[src/rtl/u8d_pkg.sv]
// u8d_pkg: shared types, constants and helper functions of the utf-8 stream decoder
// used by every module of the decoder; depends on nothing
`default_nettype none

package u8d_pkg;

    // default depth of the queue between classifier and output stage
    localparam int unsigned QUEUE_DEPTH = 2;

    // widths of the stream fields
    localparam int unsigned BYTE_W = 8;
    localparam int unsigned CP_W   = 32;
    localparam int unsigned PEND_W = 3;
    localparam int unsigned KCNT_W = 4;

    // continuation byte: top two bits are 10, low six bits carry payload
    localparam logic [1:0] CONT_TAG     = 2'b10;
    localparam int unsigned PAYLOAD_W   = 6;

    // one queue entry: up to two results caused by one input byte
    // result a is always an early-stopped partial value (cut_short 1)
    // result b is always a complete value (cut_short 0, last 1)
    typedef struct packed {
        logic            a_valid;
        logic [CP_W-1:0] a_value;
        logic            b_valid;
        logic [CP_W-1:0] b_value;
    } entry_t;

    // write side of the queue
    typedef struct packed {
        logic   push;
        entry_t entry;
    } push_t;

    // read side of the queue
    typedef struct packed {
        logic   valid;
        entry_t entry;
    } head_t;

    // number of leading one bits of a byte, 0 to 8
    function automatic logic [KCNT_W-1:0] lead_ones(input logic [BYTE_W-1:0] b);
        logic [KCNT_W-1:0] n;
        logic              run;
        n   = '0;
        run = 1'b1;
        for (int i = BYTE_W - 1; i >= 0; i--)
        begin
            run = run & b[i];
            n   = n + KCNT_W'(run);
        end
        return n;
    endfunction

endpackage

`default_nettype wire

[src/rtl/utf8_stream_decoder_core.sv]
// utf8_stream_decoder_core: top level of the utf-8 byte stream to code point decoder
// depends on u8d_pkg, u8d_front, u8d_queue and u8d_back
`default_nettype none

// Decodes a UTF-8 byte stream into code points without validation. One byte is
// accepted per clock while the queue is not full; each byte yields zero, one
// or two result words. A word passes from the classifier into the queue and
// then into the output register. While m_axis_tready is high the output
// register sends one word per cycle, so the sustained rate is one byte per
// cycle, except that a byte which both ends a sequence early and forms a
// one-byte code point yields two words. A partial value cut short by a
// non-continuation byte is flagged in tuser; tlast marks the final word caused
// by one input byte. Values wrap to 32 bits for overlong lead bytes.
module utf8_stream_decoder_core
#(
    parameter int unsigned QUEUE_DEPTH = u8d_pkg::QUEUE_DEPTH  // 2 or more
)
(
    input  wire logic         clk,
    input  wire logic         rst_n,
    // input byte stream
    input  wire logic         s_axis_tvalid,
    output logic              s_axis_tready,
    input  wire logic [7:0]   s_axis_tdata,    // [7:0] byte_in
    // decoded code points
    output logic              m_axis_tvalid,
    input  wire logic         m_axis_tready,
    output logic [31:0]       m_axis_tdata,    // [31:0] code_point
    output logic              m_axis_tuser,    // [0] cut_short
    output logic              m_axis_tlast
);

    u8d_pkg::push_t push;
    u8d_pkg::head_t head;
    logic           queue_full;
    logic           pop;

    // classifier and sequence state
    u8d_front u_front
    (
        .clk        (clk),
        .rst_n      (rst_n),
        .in_valid   (s_axis_tvalid),
        .in_ready   (s_axis_tready),
        .in_byte    (s_axis_tdata),
        .queue_full (queue_full),
        .push       (push)
    );

    // entry queue
    u8d_queue #(
        .DEPTH (QUEUE_DEPTH)
    ) u_queue
    (
        .clk   (clk),
        .rst_n (rst_n),
        .push  (push),
        .pop   (pop),
        .full  (queue_full),
        .head  (head)
    );

    // word sequencing and output register
    u8d_back u_back
    (
        .clk            (clk),
        .rst_n          (rst_n),
        .head           (head),
        .pop            (pop),
        .out_valid      (m_axis_tvalid),
        .out_ready      (m_axis_tready),
        .out_code_point (m_axis_tdata),
        .out_cut_short  (m_axis_tuser),
        .out_last       (m_axis_tlast)
    );

endmodule

`default_nettype wire

[src/rtl/u8d_front.sv]
// u8d_front: accepts raw bytes, tracks the pending sequence and builds queue entries
// depends on u8d_pkg
`default_nettype none

module u8d_front
(
    input  wire logic                          clk,
    input  wire logic                          rst_n,
    input  wire logic                          in_valid,
    output logic                               in_ready,
    input  wire logic [u8d_pkg::BYTE_W-1:0]    in_byte,
    input  wire logic                          queue_full,
    output u8d_pkg::push_t                     push
);

    logic [u8d_pkg::PEND_W-1:0] pending_reg, pending_next;
    logic [u8d_pkg::CP_W-1:0]   partial_reg, partial_next;

    logic                        accept;
    logic                        is_cont;
    logic [u8d_pkg::KCNT_W-1:0]  k;
    logic [u8d_pkg::BYTE_W-1:0]  lead_mask;
    logic [u8d_pkg::CP_W-1:0]    lead_value;
    logic [u8d_pkg::CP_W-1:0]    ext_value;
    u8d_pkg::entry_t             entry;

    assign in_ready = !queue_full;
    assign accept   = in_valid && in_ready;

    // byte classification
    assign is_cont    = (in_byte[7:6] == u8d_pkg::CONT_TAG);
    assign k          = u8d_pkg::lead_ones(in_byte);
    assign lead_mask  = {u8d_pkg::BYTE_W{1'b1}} >> k;
    assign lead_value = u8d_pkg::CP_W'(in_byte & lead_mask);
    assign ext_value  = {partial_reg[u8d_pkg::CP_W-u8d_pkg::PAYLOAD_W-1:0],
                         in_byte[u8d_pkg::PAYLOAD_W-1:0]};

    // next state and results for this byte
    always_comb
    begin
        entry        = '0;
        pending_next = pending_reg;
        partial_next = partial_reg;
        if ((pending_reg != '0) && is_cont)
        begin
            // extend the pending value
            partial_next = ext_value;
            pending_next = pending_reg - 1'b1;
            if (pending_reg == u8d_pkg::PEND_W'(1))
            begin
                entry.b_valid = 1'b1;
                entry.b_value = ext_value;
                partial_next  = '0;
            end
        end
        else
        begin
            // early stop flushes the partial value
            if (pending_reg != '0)
            begin
                entry.a_valid = 1'b1;
                entry.a_value = partial_reg;
            end
            // byte acts as a lead
            if (k <= u8d_pkg::KCNT_W'(1))
            begin
                entry.b_valid = 1'b1;
                entry.b_value = lead_value;
                partial_next  = '0;
                pending_next  = '0;
            end
            else
            begin
                partial_next = lead_value;
                pending_next = u8d_pkg::PEND_W'(k - 1'b1);
            end
        end
    end

    assign push.push  = accept && (entry.a_valid || entry.b_valid);
    assign push.entry = entry;

    // decoder state
    always_ff @(posedge clk or negedge rst_n)
    begin
        if (!rst_n)
        begin
            pending_reg <= '0;
            partial_reg <= '0;
        end
        else if (accept)
        begin
            pending_reg <= pending_next;
            partial_reg <= partial_next;
        end
    end

endmodule

`default_nettype wire

[src/rtl/u8d_queue.sv]
// u8d_queue: short register queue of result entries between front and back
// depends on u8d_pkg
`default_nettype none

module u8d_queue
#(
    parameter int unsigned DEPTH = u8d_pkg::QUEUE_DEPTH  // 2 or more
)
(
    input  wire logic           clk,
    input  wire logic           rst_n,
    input  wire u8d_pkg::push_t push,
    input  wire logic           pop,
    output logic                full,
    output u8d_pkg::head_t      head
);

    localparam int unsigned PTR_W = $clog2(DEPTH);
    localparam int unsigned CNT_W = $clog2(DEPTH + 1);

    u8d_pkg::entry_t   entries_reg [DEPTH];
    logic [PTR_W-1:0]  wr_ptr_reg, wr_ptr_next;
    logic [PTR_W-1:0]  rd_ptr_reg, rd_ptr_next;
    logic [CNT_W-1:0]  count_reg, count_next;
    logic              do_push;
    logic              do_pop;

    assign full       = (count_reg == CNT_W'(DEPTH));
    assign head.valid = (count_reg != '0);
    assign head.entry = entries_reg[rd_ptr_reg];

    assign do_push = push.push && !full;
    assign do_pop  = pop && head.valid;

    // pointer and fill count update
    always_comb
    begin
        wr_ptr_next = wr_ptr_reg;
        rd_ptr_next = rd_ptr_reg;
        count_next  = count_reg;
        if (do_push)
        begin
            wr_ptr_next = (wr_ptr_reg == PTR_W'(DEPTH - 1)) ? '0 : wr_ptr_reg + 1'b1;
        end
        if (do_pop)
        begin
            rd_ptr_next = (rd_ptr_reg == PTR_W'(DEPTH - 1)) ? '0 : rd_ptr_reg + 1'b1;
        end
        case ({do_push, do_pop})
            2'b10:   count_next = count_reg + 1'b1;
            2'b01:   count_next = count_reg - 1'b1;
            default: count_next = count_reg;
        endcase
    end

    always_ff @(posedge clk or negedge rst_n)
    begin
        if (!rst_n)
        begin
            wr_ptr_reg <= '0;
            rd_ptr_reg <= '0;
            count_reg  <= '0;
        end
        else
        begin
            wr_ptr_reg <= wr_ptr_next;
            rd_ptr_reg <= rd_ptr_next;
            count_reg  <= count_next;
        end
    end

    // entry storage
    always_ff @(posedge clk)
    begin
        if (do_push)
        begin
            entries_reg[wr_ptr_reg] <= push.entry;
        end
    end

endmodule

`default_nettype wire

[src/rtl/u8d_back.sv]
// u8d_back: splits queue entries into single result words and drives the output register
// depends on u8d_pkg
`default_nettype none

module u8d_back
(
    input  wire logic                       clk,
    input  wire logic                       rst_n,
    input  wire u8d_pkg::head_t             head,
    output logic                            pop,
    output logic                            out_valid,
    input  wire logic                       out_ready,
    output logic [u8d_pkg::CP_W-1:0]        out_code_point,
    output logic                            out_cut_short,
    output logic                            out_last
);

    logic                      valid_reg, valid_next;
    logic [u8d_pkg::CP_W-1:0]  cp_reg, cp_next;
    logic                      cut_reg, cut_next;
    logic                      last_reg, last_next;
    logic                      a_done_reg, a_done_next;
    logic                      load;
    logic                      emit_a;

    // load a new word when the output register is free or being taken
    assign load   = head.valid && (!valid_reg || out_ready);
    assign emit_a = head.entry.a_valid && !a_done_reg;
    assign pop    = load && !(emit_a && head.entry.b_valid);

    always_comb
    begin
        valid_next  = valid_reg;
        cp_next     = cp_reg;
        cut_next    = cut_reg;
        last_next   = last_reg;
        a_done_next = a_done_reg;
        if (load)
        begin
            valid_next  = 1'b1;
            cp_next     = emit_a ? head.entry.a_value : head.entry.b_value;
            cut_next    = emit_a;
            last_next   = emit_a ? !head.entry.b_valid : 1'b1;
            a_done_next = emit_a && head.entry.b_valid;
        end
        else if (out_ready)
        begin
            valid_next = 1'b0;
        end
    end

    // control state
    always_ff @(posedge clk or negedge rst_n)
    begin
        if (!rst_n)
        begin
            valid_reg  <= 1'b0;
            a_done_reg <= 1'b0;
        end
        else
        begin
            valid_reg  <= valid_next;
            a_done_reg <= a_done_next;
        end
    end

    // output payload
    always_ff @(posedge clk)
    begin
        cp_reg   <= cp_next;
        cut_reg  <= cut_next;
        last_reg <= last_next;
    end

    assign out_valid      = valid_reg;
    assign out_code_point = cp_reg;
    assign out_cut_short  = cut_reg;
    assign out_last       = last_reg;

`ifndef SYNTHESIS
    // half-sent entry: the partial word sits in the output register
    a_done_matches_out: assert property (@(posedge clk) disable iff (!rst_n)
        a_done_reg == (valid_reg && !last_reg))
        else $error("split entry state out of step with output register");

    // a split entry keeps its second word in the queue
    a_done_has_head: assert property (@(posedge clk) disable iff (!rst_n)
        a_done_reg |-> head.valid)
        else $error("split entry lost from queue");

    // only an early-stopped word can be followed by another for the same byte
    not_last_is_cut: assert property (@(posedge clk) disable iff (!rst_n)
        (valid_reg && !last_reg) |-> cut_reg)
        else $error("non-final word without cut_short");
`endif

endmodule

`default_nettype wire
[config.mk]
export PLATFORM = sky130hd
export DESIGN_NAME = utf8_stream_decoder_core
export DESIGN_NICKNAME = d
export VERILOG_FILES = /design/src/rtl/u8d_pkg.sv /design/src/rtl/utf8_stream_decoder_core.sv /design/src/rtl/u8d_front.sv /design/src/rtl/u8d_queue.sv /design/src/rtl/u8d_back.sv
export SDC_FILE = /design/constraint.sdc
export NUM_CORES = 1
export LEC_CHECK = 0
export ABC_CLOCK_PERIOD_IN_PS = 5200
export BUFFER_PORTS_ARGS = -buffer_cell sky130_fd_sc_hd__buf_2
export CORE_MARGIN = 10
export CORE_UTILIZATION = 45
export CTS_CLUSTER_DIAMETER = 80
export DETAILED_ROUTE_END_ITERATION = 16
export PLACE_DENSITY = 0.65
export RECOVER_POWER = 25
export SLEW_MARGIN = 5
export SYNTH_ARGS = -nofsm -noshare
export SYNTH_HDL_FRONTEND = slang
export SYNTH_SLANG_ARGS = --single-unit
[constraint.sdc]
create_clock -name clk -period 5.2 [get_ports clk]
set_clock_uncertainty 0.05 [all_clocks]
set_input_delay 1.04 -clock clk [delete_from_list [all_inputs] [get_ports clk]]
set_output_delay 1.04 -clock clk [all_outputs]
set_load 0.02 [all_outputs]
Word level (Yosys, flattened, before mapping)
Memory sizes are Yosys's and may differ from the RTL's.
Index checks and enable logic that the tools add are counted.
{"block": "word_totals", "reg_bits": 75, "ramBits": 132, "out_inout_bits": 36, "memories": 1}
{"block": "op_classes", "add_sub_neg": 13, "n_lt_le_gt_ge": 1, "n_eq_ne": 5, "shifts": 1, "n_mux": 18, "n_bitwise": 8, "reduce_logical": 20}
{"name": "u_queue.entries_reg", "depth": 2, "width": 66, "read_ports": 1, "rd_ports_with_merged_regs": 0, "write_ports": 1, "line": "u8d_queue.sv:21", "source": "u8d_pkg::entry_t entries_reg [DEPTH];"}
{"operator": "$mux W33", "n": 5}
{"operator": "$mux W32", "n": 4}
{"operator": "$add A4 B1 Y4", "n": 6}
{"operator": "$logic_and A1 B1 Y1", "n": 9}
{"operator": "$and A8 B8 Y8", "n": 1}
{"operator": "$shr A8 B4 Y8 const A", "n": 1}
{"operator": "$and A1 B1 Y1", "n": 7}
{"operator": "$eq A2 B2 Y1 const B", "n": 3}
{"operator": "$mux W1", "n": 6}
{"operator": "$mux W3", "n": 2}
{"operator": "$reduce_bool A2 Y1", "n": 3}
{"operator": "$sub A3 B1 Y3 const B", "n": 2}
{"operator": "$logic_not A1 Y1", "n": 5}
{"operator": "$le A4 B1 Y1 const B", "n": 1}
{"operator": "$pmux W2 S2", "n": 1}
{"operator": "$eq A3 B1 Y1 const B", "n": 1}
{"operator": "$reduce_bool A3 Y1", "n": 1}
{"operator": "$add A1 B1 Y1 const B", "n": 2}
{"operator": "$add A1 B1 Y2", "n": 1}
{"operator": "$add A2 B1 Y2 const B", "n": 1}
{"operator": "$eq A2 B1 Y1 const B", "n": 1}
{"operator": "$logic_or A1 B1 Y1", "n": 2}
{"operator": "$sub A2 B1 Y2 const B", "n": 1}

Longest topological paths before layout
Gate-level depths: netlist of the first run.
{"block": "depth", "word_depth": 17, "ltp_mapped": 19}

Modules after synthesis
From an unflattened synthesis of the first run, not the netlist that was laid out.
{"block": "hier_totals", "hier_cells": 602, "area_unflattened_um2": 9160.0}
{"module": "u8d_queue", "n_inst": 1, "cells_per_inst": 223, "area_per_inst_um2": 5074.9}
{"module": "u8d_front", "n_inst": 1, "cells_per_inst": 298, "area_per_inst_um2": 2429.8}
{"module": "u8d_back", "n_inst": 1, "cells_per_inst": 81, "area_per_inst_um2": 1655.3}

Least setup slack after synthesis of the first run
No wires, ideal clock.
{"block": "synth_timing", "path_type": "input to register", "startpoint": "in s_axis_tdata[5]", "endpoint": "mem u_queue.entries_reg[0][0] (netlist bit), enable pin", "setup_time_ns": 0.491, "arrival_ns": 7.110, "required_ns": 4.659, "setup_slack_ns": -2.451, "path_stages": 16, "path_buffers": 1, "path_cell_list": "and3_1 nand4_1 nor2_1 nand2_1 fa_1 inv_1 fa_1 fa_1 inv_1 fa_1 ha_1 nor2_1 buf_2 nor3_1 o211ai_2 nor2_1"}
{"block": "synth_via", "elab_chain_len": 15, "word_cells_on_any_way": 20}
{"element": "start, declared", "line": "utf8_stream_decoder_core.sv:24", "source": "input wire logic [7:0] s_axis_tdata,"}
{"element": "$and A1 B1 Y1 (*)", "line": "u8d_pkg.sv:50", "source": "run = run & b[i];"}
{"element": "$add A4 B1 Y4 / $and A1 B1 Y1 (equally long branches) (5 in a row)", "line": "u8d_pkg.sv:51, u8d_pkg.sv:50"}
{"element": "$add A4 B1 Y4 (*)", "line": "u8d_pkg.sv:51", "source": "n = n + KCNT_W'(run);"}
{"element": "$le A4 B1 Y1 (*)", "line": "u8d_front.sv:65", "source": "if (k <= u8d_pkg::KCNT_W'(1))"}
{"element": "$mux W33 (*)", "line": "u8d_front.sv:65"}
{"element": "$mux W33 (*)", "line": "u8d_front.sv:44", "source": "if ((pending_reg != '0) && is_cont)"}
{"element": "$logic_or A1 B1 Y1 (*)", "line": "u8d_front.sv:80", "source": "assign push.push = accept && (entry.a_valid || entry.b_valid);"}
{"element": "$logic_and A1 B1 Y1 (*)", "line": "u8d_front.sv:80"}
{"element": "$logic_and A1 B1 Y1 (*)", "line": "u8d_queue.sv:32", "source": "assign do_push = push.push && !full;"}
{"element": "$mux W1 (*)", "line": "u8d_queue.sv:75", "source": "if (do_push)"}
{"element": "$mux W1 (not written as such) (*)", "line": "u8d_queue.sv:77", "source": "entries_reg[wr_ptr_reg] <= push.entry;"}
{"element": "end, declared", "line": "u8d_queue.sv:21"}
Every way passes the cells marked *; elsewhere a longest branch is shown, timed or not.

Worst setup path after layout of the first run
{"block": "layout_timing", "startpoint": "in s_axis_tdata[7]", "endpoint": "reg u_front.partial_reg[1] (netlist bit)"}
{"block": "layout_via", "elab_chain_len": 12, "word_cells_on_any_way": 21}
{"element": "$and A1 B1 Y1", "line": "u8d_pkg.sv:50"}
{"element": "$add A1 B1 Y2 / $and A1 B1 Y1 (equally long branches)", "line": "u8d_pkg.sv:51, u8d_pkg.sv:50"}
{"element": "$add A4 B1 Y4 / $and A1 B1 Y1 (equally long branches) (5 in a row)", "line": "u8d_pkg.sv:51, u8d_pkg.sv:50"}
{"element": "$add A4 B1 Y4", "line": "u8d_pkg.sv:51"}
{"element": "$shr A8 B4 Y8", "line": "u8d_front.sv:33", "source": "assign lead_mask = {u8d_pkg::BYTE_W{1'b1}} >> k;"}
{"element": "$and A8 B8 Y8", "line": "u8d_front.sv:34", "source": "assign lead_value = u8d_pkg::CP_W'(in_byte & lead_mask);"}
{"element": "$mux W32", "line": "u8d_front.sv:65"}
{"element": "$mux W32 (*)", "line": "u8d_front.sv:44"}
{"element": "end signal, assigned", "line": "u8d_front.sv:94", "source": "partial_reg <= partial_next;"}
{"element": "end, declared", "line": "u8d_front.sv:17", "source": "logic [u8d_pkg::CP_W-1:0] partial_reg, partial_next;"}
Marked as above.
A chain may end at the register's enable or synchronous reset.

==> results.txt, run 1 <==
Final Wtd Congestion: 0.905
Initial antenna violation count: 0
Largest register FFs: 132
Detail-routed net length per standard cell: 20.3 µm
Crit. Startpoint: s_axis_tdata[7]
Share of post-route cells with drive strength above 1: 23.6%
Post-route clock period utilization: 90.9%
Cell area after layout: 9850 µm²
Number of buffers inserted during clock tree synthesis: 22
Chip height: 158 µm
Post-cts repair resize count: 0
Total Die Area: 24800 µm²
Setup Crit Path Kind: in2reg
Clock group share of total power: 25.7%
Share of power burned in combinational logic: 29.0%
Worst R2R Path Depth: 7
Post-synth top area cell: edfxtp_1
Post-Layout Cell Count: 852
Global-route wire length before repair: 28000 µm
Switching share of power: 31.1%
Pins Over Slew Limit: 115
Root Driver: clkbuf_16
Maximum number of pins on one net before global-route repair: 42
Reg-to-reg endpoint: u_queue.count_reg[1]
Transition at the pin with the smallest max-transition slack: 2.57 ns
Internal power consumption: 3.90 mW
Setup slack of the most critical reg-to-reg path: 1.93 ns
Data required time at the worst endpoint: 5.50 ns
Post-detailed-route DRC marker count: 0
Number of cells after detailed placement: 812
Count of cell types in the netlist: 52
Biggest area contributors in the synthesized netlist: edfxtp_1 (59%), dfrtp_1 (12%), mux4_2 (8.5%)
Maximum number of buffers from clock root to sink: 3
Horizontal extent of the die: 158 µm
Num ports: 48
Count of flip-flops with a built-in enable after synthesis: 166
Synth-to-Final Area Change: 15.8%
NumNets Final: 628
Count of input and output buffers: 47
Design Power: 5.66 mW
Number of nets still failing antenna checks after routing: 0
Outcome: finished, violations left
Nature of the critical path startpoint: primary input
Worst-Skew Late Latency: 0.49 ns
Clock transition at the register clock pins on the worst setup and hold paths after CTS: 0.06 ns
Worst Hold Depth: 2
Mean number of vias per cell: 5.61
Crit path capture type: flop
Beginning of the worst hold path: u_front.partial_reg[30]
Final Hold Viols: 0
Violated checks: capacitance limit, slew limit
R2r startpoint: u_queue.count_reg[0]
Post-Synthesis Cell Area: 8510 µm²
Core region area: 18600 µm²
Number of buffers added to fix hold violations after cts: 0
Final critical path time including I/O delays and setup: 4.73 ns
Starting density of the core: 45.7%
Mean Syn Cell Area: 15.9 µm²
Net Sw Power: 1.76 mW
Setup repair after global routing missed its margin: false
Async SR Flop Fraction: 19.8%
Post-DP Area: 9190 µm²
Final wirelength: 17300 µm
Arrival time at the worst endpoint: 5.03 ns
Clock tree from TritonCTS: done
Post-synth net total: 561
Placement Rows: 50
Share of the synthesized area in the top cell type: 58.6%
Vias after detailed routing: 4781
Number of max-capacitance violations reported: 3
Yosys warnings: 0
Timing-limited maximum frequency: 212 MHz
Number of global-route vias before repair: 5144
Class of the tightest hold or removal check: reg2reg
Register area share after synthesis: 70.6%
Leakage dissipation: 3.86 nW
Total routing resource utilization after global routing: 14.3%
1st-iter DRT viols: 373
DP HPWL: 10500 µm
Number of failing setup endpoints in the final timing report: 0
Highest ir drop seen on vdd: 0.000252 V
Pwr Density: 574 nW/µm²
Slew headroom: -71.2%
Detailed Routing Iterations Pass 1: 5
Maximum level of the CTS H-tree: 1
Number of buffers added for setup after CTS: 0
Top flip-flop cell by instance count after synthesis: edfxtp_1
Total overflow reported by the global router: 0
Seq cells post-synth: 207
Fillcell total: 1518
Hold endpoint: u_front.partial_reg[30]
Sequential Power Share: 45.3%
Critical Path Fanout Max: 7
Antenna diode instance count: 0
Clock sink count: 207
Cell count after synthesis: 535
layer usage:
| layer | vias to the layer above | part of all wire (%) | GRT usage [%] |
|---|---|---|---|
| met4 | 0 | 2.0 | 4.32 |
| li1 | 2168 | - | - |
| met1 | 2472 | 41 | 18.3 |
| met5 | - | 0 | 0 |
| met3 | 26 | 5.7 | 2.46 |
| met2 | 115 | 51 | 24.5 |
power by group through the flow:
stage          clock network, mW  logic (mW)  registers, mW
6_report                    1.45        1.64           2.56
3_3_place_gp                   0        1.66           2.57
4_1_cts                     1.49        1.69           2.56
5_1_grt                     1.57        1.79           2.61
2_1_floorplan                  0       0.959           2.74
3_5_place_dp                   0        1.68           2.59
cell usage in the layout (no fill, tap or decap), types with 2 or more instances in the layout:
cell type,instances
buf_12,4
o21a_1,3
a31oi_1,5
nand4_1,3
o211ai_1,5
fa_2,2
clkbuf_1,15
nor2_1,7
nor2_4,2
clkinv_1,3
nor2b_1,3
dfrtp_1,40
fa_1,2
ha_1,8
and3_1,36
nor3_1,2
a21oi_1,2
clkbuf_16,23
edfxtp_1,166
o21ai_0,7
inv_1,15
o311ai_0,2
buf_2,46
xor2_1,2
xnor2_1,3
mux2i_1,3
ha_4,2
buf_4,16
nand2_1,63
mux4_2,32
nand2b_1,4
nor2_2,4
nand3_1,28
o21ai_2,2
a221o_1,2
and2_1,29
cells by family after synthesis:
logic type | share of synthesized area [%]
buf+inv | 2.40
simple gates | 11.7
xor+xnor | 0.515
compound gates | 3.43
mux | 8.95
fa+ha+maj | 2.41
flops | 70.6
worst max-delay path, cell delays in order:
cell	delay [ns]
buf_2	0.09
clkbuf_1	0.16
nor2b_4	0.24
inv_1	0.10
fa_1	0.53
inv_1	0.05
fa_1	0.51
fa_2	0.24
inv_2	0.05
fa_2	0.65
inv_1	0.07
ha_1	0.25
a221o_1	0.32
a221oi_1	0.40
o2111ai_1	0.17
o311ai_0	0.17
per-stage QoR:
step / TNS, ns / setup WS [ns] / hold WS [ns] / utilization (%)
2_1_floorplan: -68.48 / -0.530 / 0.380 / -
3_3_place_gp: 0 / 0.0337 / 0.394 / 49.3
3_5_place_dp: -0.447 / -0.0130 / 0.403 / 49.3
4_1_cts: 0 / 0.491 / 0.411 / 52.9
5_1_grt: 0 / 0.254 / 0.442 / 52.9
6_report: 0 / 0.474 / 0.408 / 52.9
cell type report:
type                    count  area (µm²)  area share, %
clock buffers              34         617           6.26
clock inverters             6        57.6          0.584
flip-flops and latches    207        6010           61.0
repair buffers             70         445           4.52
multi-input cells         285        2370           24.0
well taps                 234         293           2.97
inverters                  16        60.1          0.610
cells in the mapped netlist, types with 4 or more instances:
cell,count
a31oi_1,5
and2_1,29
and3_1,37
buf_2,9
buf_4,6
clkbuf_1,10
dfrtp_1,41
edfxtp_1,166
fa_1,4
ha_1,10
inv_1,15
mux4_2,32
nand2_1,63
nand2b_1,4
nand3_1,28
nor2_1,11
o211ai_1,5
o21ai_0,7
worst max path at each step:
stage | to | slack [ns] | depth (start not counted)
after floorplan | u_queue.entries_reg[0][0] | -0.53 | 16
after global placement | u_queue.entries_reg[0][64] | 0.03 | 18
after detailed placement | u_queue.entries_reg[0][62] | -0.01 | 18
after CTS | u_queue.entries_reg[0][63] | 0.49 | 18
after global routing | u_front.partial_reg[1] | 0.25 | 16
final | u_front.partial_reg[1] | 0.47 | 16
No activity file was read; power rests on OpenSTA's default activity.
==> inputs of run 2 (changes only) <==
==> constraint.sdc (replaced) <==
create_clock -name clk -period 5.2 [get_ports clk]
set_clock_uncertainty 0.05 [all_clocks]
set_input_delay 1.3 -clock clk [delete_from_list [all_inputs] [get_ports clk]]
set_output_delay 1.3 -clock clk [all_outputs]
set_load 0.02 [all_outputs]
==> run 2 against run 1 <==
Effect of this change: the run still ends with capacitance limit, slew limit left; routed wire length fell by 2.2%; non-clock buffer count rose by 9; register-to-register slack got worse by 0.71 ns; count of clock-buffer cells in the layout fell by 6; core utilization rose by 0.35 points; cell count rose by 0.82%; via count fell by 0.90%; largest cell class unchanged.
==> results.txt, run 2 (synthesized netlist as in run 1, its figures left out) <==
Crit path capture type: flop
Chip height: 158 µm (unchanged)
Final Hold Viols: 0 (unchanged)
Setup repair after global routing missed its margin: false
Mean number of vias per cell: 5.52 (-1.7%)
Final critical path time including I/O delays and setup: 4.96 ns (+0.233 ns)
Initial antenna violation count: 0 (unchanged)
1st-iter DRT viols: 291 (-22%)
Post-route clock period utilization: 95.4% (+4.5 points)
Largest register FFs: 132 (unchanged)
Violated checks: capacitance limit, slew limit
Delay-heaviest family, CP: adder cells
Final wirelength: 16900 µm (-2.2%)
Timing-limited maximum frequency: 202 MHz (-4.7%)
Number of global-route vias before repair: 5034 (-2.1%)
Critical Path Fanout Max: 5 (-2)
Pwr Density: 571 nW/µm² (-0.58%)
Transition at the pin with the smallest max-transition slack: 2.99 ns (+0.419 ns)
Placement Rows: 50 (unchanged)
Slew headroom: -99.1% (-28 points)
Post-detailed-route DRC marker count: 0 (unchanged)
Total Die Area: 24800 µm² (unchanged)
NumNets Final: 636 (+1.3%)
Cells along the critical path: buf_2, and3_4, nand4_1, nor2_2, nand2_1, fa_1, inv_1, fa_1, fa_2, inv_2, fa_2, buf_4, inv_1, ha_1, a221o_1, a221oi_2, buf_4, a22o_1
Maximum number of pins on one net before global-route repair: 42 (unchanged)
Clock transition at the register clock pins on the worst setup and hold paths after CTS: 0.06 ns (about the same)
Global-route wire length before repair: 27300 µm (-2.5%)
Most common library cell in the layout ignoring fill and taps: edfxtp_1
Nature of the critical path startpoint: primary input
Maximum level of the CTS H-tree: 1 (unchanged)
Clock sink count: 207 (unchanged)
Number of cells after detailed placement: 821 (+1.1%)
Count of input and output buffers: 47 (unchanged)
Number of failing setup endpoints in the final timing report: 0 (unchanged)
Post-route setup slack: 0.241 ns (-0.233 ns)
Number of buffers inserted during clock tree synthesis: 21 (-4.5%)
Num ports: 48 (unchanged)
Total routing resource utilization after global routing: 14.0% (-0.28 points)
Horizontal extent of the die: 158 µm (unchanged)
Setup tns final: 0 ns (unchanged)
Vias after detailed routing: 4738 (-0.90%)
Highest ir drop seen on vdd: 0.000216 V (-14%)
Post-Layout Cell Count: 859 (+0.82%)
Starting density of the core: 45.7% (unchanged)
Synth-to-Final Area Change: 16.5%
Final Wtd Congestion: 0.895 (-1.1%)
Leakage dissipation: 3.90 nW (+1.0%)
Maximum number of buffers from clock root to sink: 3 (unchanged)
Core region area: 18600 µm² (unchanged)
Critical-path cell with the highest stage delay: fa_2
Pins Over Slew Limit: 151 (+31%)
Post-Place Worst Slack: -0.230 ns (-0.217 ns)
Number of buffers added to fix hold violations after cts: 0 (unchanged)
Clock tree from TritonCTS: done
Detailed Routing Iterations Pass 1: 5 (unchanged)
Data required time at the worst endpoint: 5.49 ns (about the same)
Worst-Skew Late Latency: 0.50 ns (about the same)
Total overflow reported by the global router: 0 (unchanged)
Setup Crit Path Kind: in2reg
Antenna diode instance count: 0 (unchanged)
DP HPWL: 10500 µm (-0.12%)
Buffers & Inverters on Critical Path: 6 (unchanged)
Detail-routed net length per standard cell: 19.7 µm (-3.0%)
Outcome: finished, violations left
Number of max-capacitance violations reported: 5 (+2)
Number of nets still failing antenna checks after routing: 0 (unchanged)
Root Driver: clkbuf_16
Share of post-route cells with drive strength above 1: 25.0% (+1.3 points)
Maximum cell stage delay along the critical path: 0.59 ns (-0.06 ns)
Most frequent cells in the layout: edfxtp_1 (166), nand2_1 (63), buf_2 (46)
Class of the tightest hold or removal check: reg2reg
Arrival time at the worst endpoint: 5.25 ns (+0.22 ns)
-- run 2: changes by cell type in the layout (fill, tap and decap cells not counted), moves of 2 or more --
cell       delta
clkbuf_16     -2
inv_6         +2
buf_4         +5
clkinv_2      +4
clkbuf_1      -2
buf_12        +2
-- run 2: metrics by stage --
stage	total power [mW]	util, %	hold slack, ns	instance area [µm²]
global route	5.97	53.2	0.442	9920
global placement	4.25	49.8	0.394	9280
detailed placement	4.29	49.8	0.397	9280
finish	5.66	53.2	0.408	9920
floorplan	3.70	-	0.380	8580
CTS	5.74	53.3	0.410	9940
-- run 2: worst register-to-register path, delay by kind of cell (launching register included) --
| kind | cells | cell delay, ns |
|---|---|---|
| buf+inv | 1 | 2.12 |
| simple gates | 3 | 0.48 |
| compound gates | 1 | 0.41 |
| flops | 1 | 0.37 |
| fa+ha+maj | 1 | 0.35 |
| xor+xnor | 1 | 0.15 |
-- run 2: area by class of cell --
class | count | area (µm²)
Clock buffer | 28 | 552
Clock inverter | 10 | 106
Fill cell | 1516 | 8720
Inverter | 16 | 60.1
Multi-Input combinational cell | 285 | 2360
Sequential cell | 207 | 6010
Tap cell | 234 | 293
Timing Repair Buffer | 79 | 531
-- run 2: worst paths after layout --
path / from / to / slack [ns] / cells after the start
setup / recovery: s_axis_tdata[7] / u_queue.entries_reg[0][1] / 0.24 / 18
hold / removal: u_front.partial_reg[31] / u_front.partial_reg[31] / 0.41 / 2
setup reg to reg: u_queue.rd_ptr_reg / u_queue.count_reg[1] / 1.22 / 7
hold reg to reg: u_front.partial_reg[31] / u_front.partial_reg[31] / 0.41 / 2
max in group asynchronous: rst_n / u_queue.rd_ptr_reg / 1.91 / 1
min in group asynchronous: rst_n / u_front.partial_reg[29] / 1.54 / 1
-- run 2: power breakdown --
group | switching (mW) | internal [mW]
clock | 0.589 | 0.850
sequential | 0.156 | 2.40
combinational | 1.00 | 0.661
total | 1.75 | 3.91
-- run 2: routing by layer --
layer	part of all wire, %	wire length, µm	track usage, %	vias up
met5	0	0	0	-
met4	2.1	358	3.70	0
met3	5.2	887	2.84	32
met2	50	8520	24.3	118
met1	42	7180	17.6	2412
li1	-	-	-	2176
-- run 2: timing repair --
item,4_1_cts,5_1_grt
setup endpoints to repair,0,3
buffers inserted,0,0
resized for setup,0,1
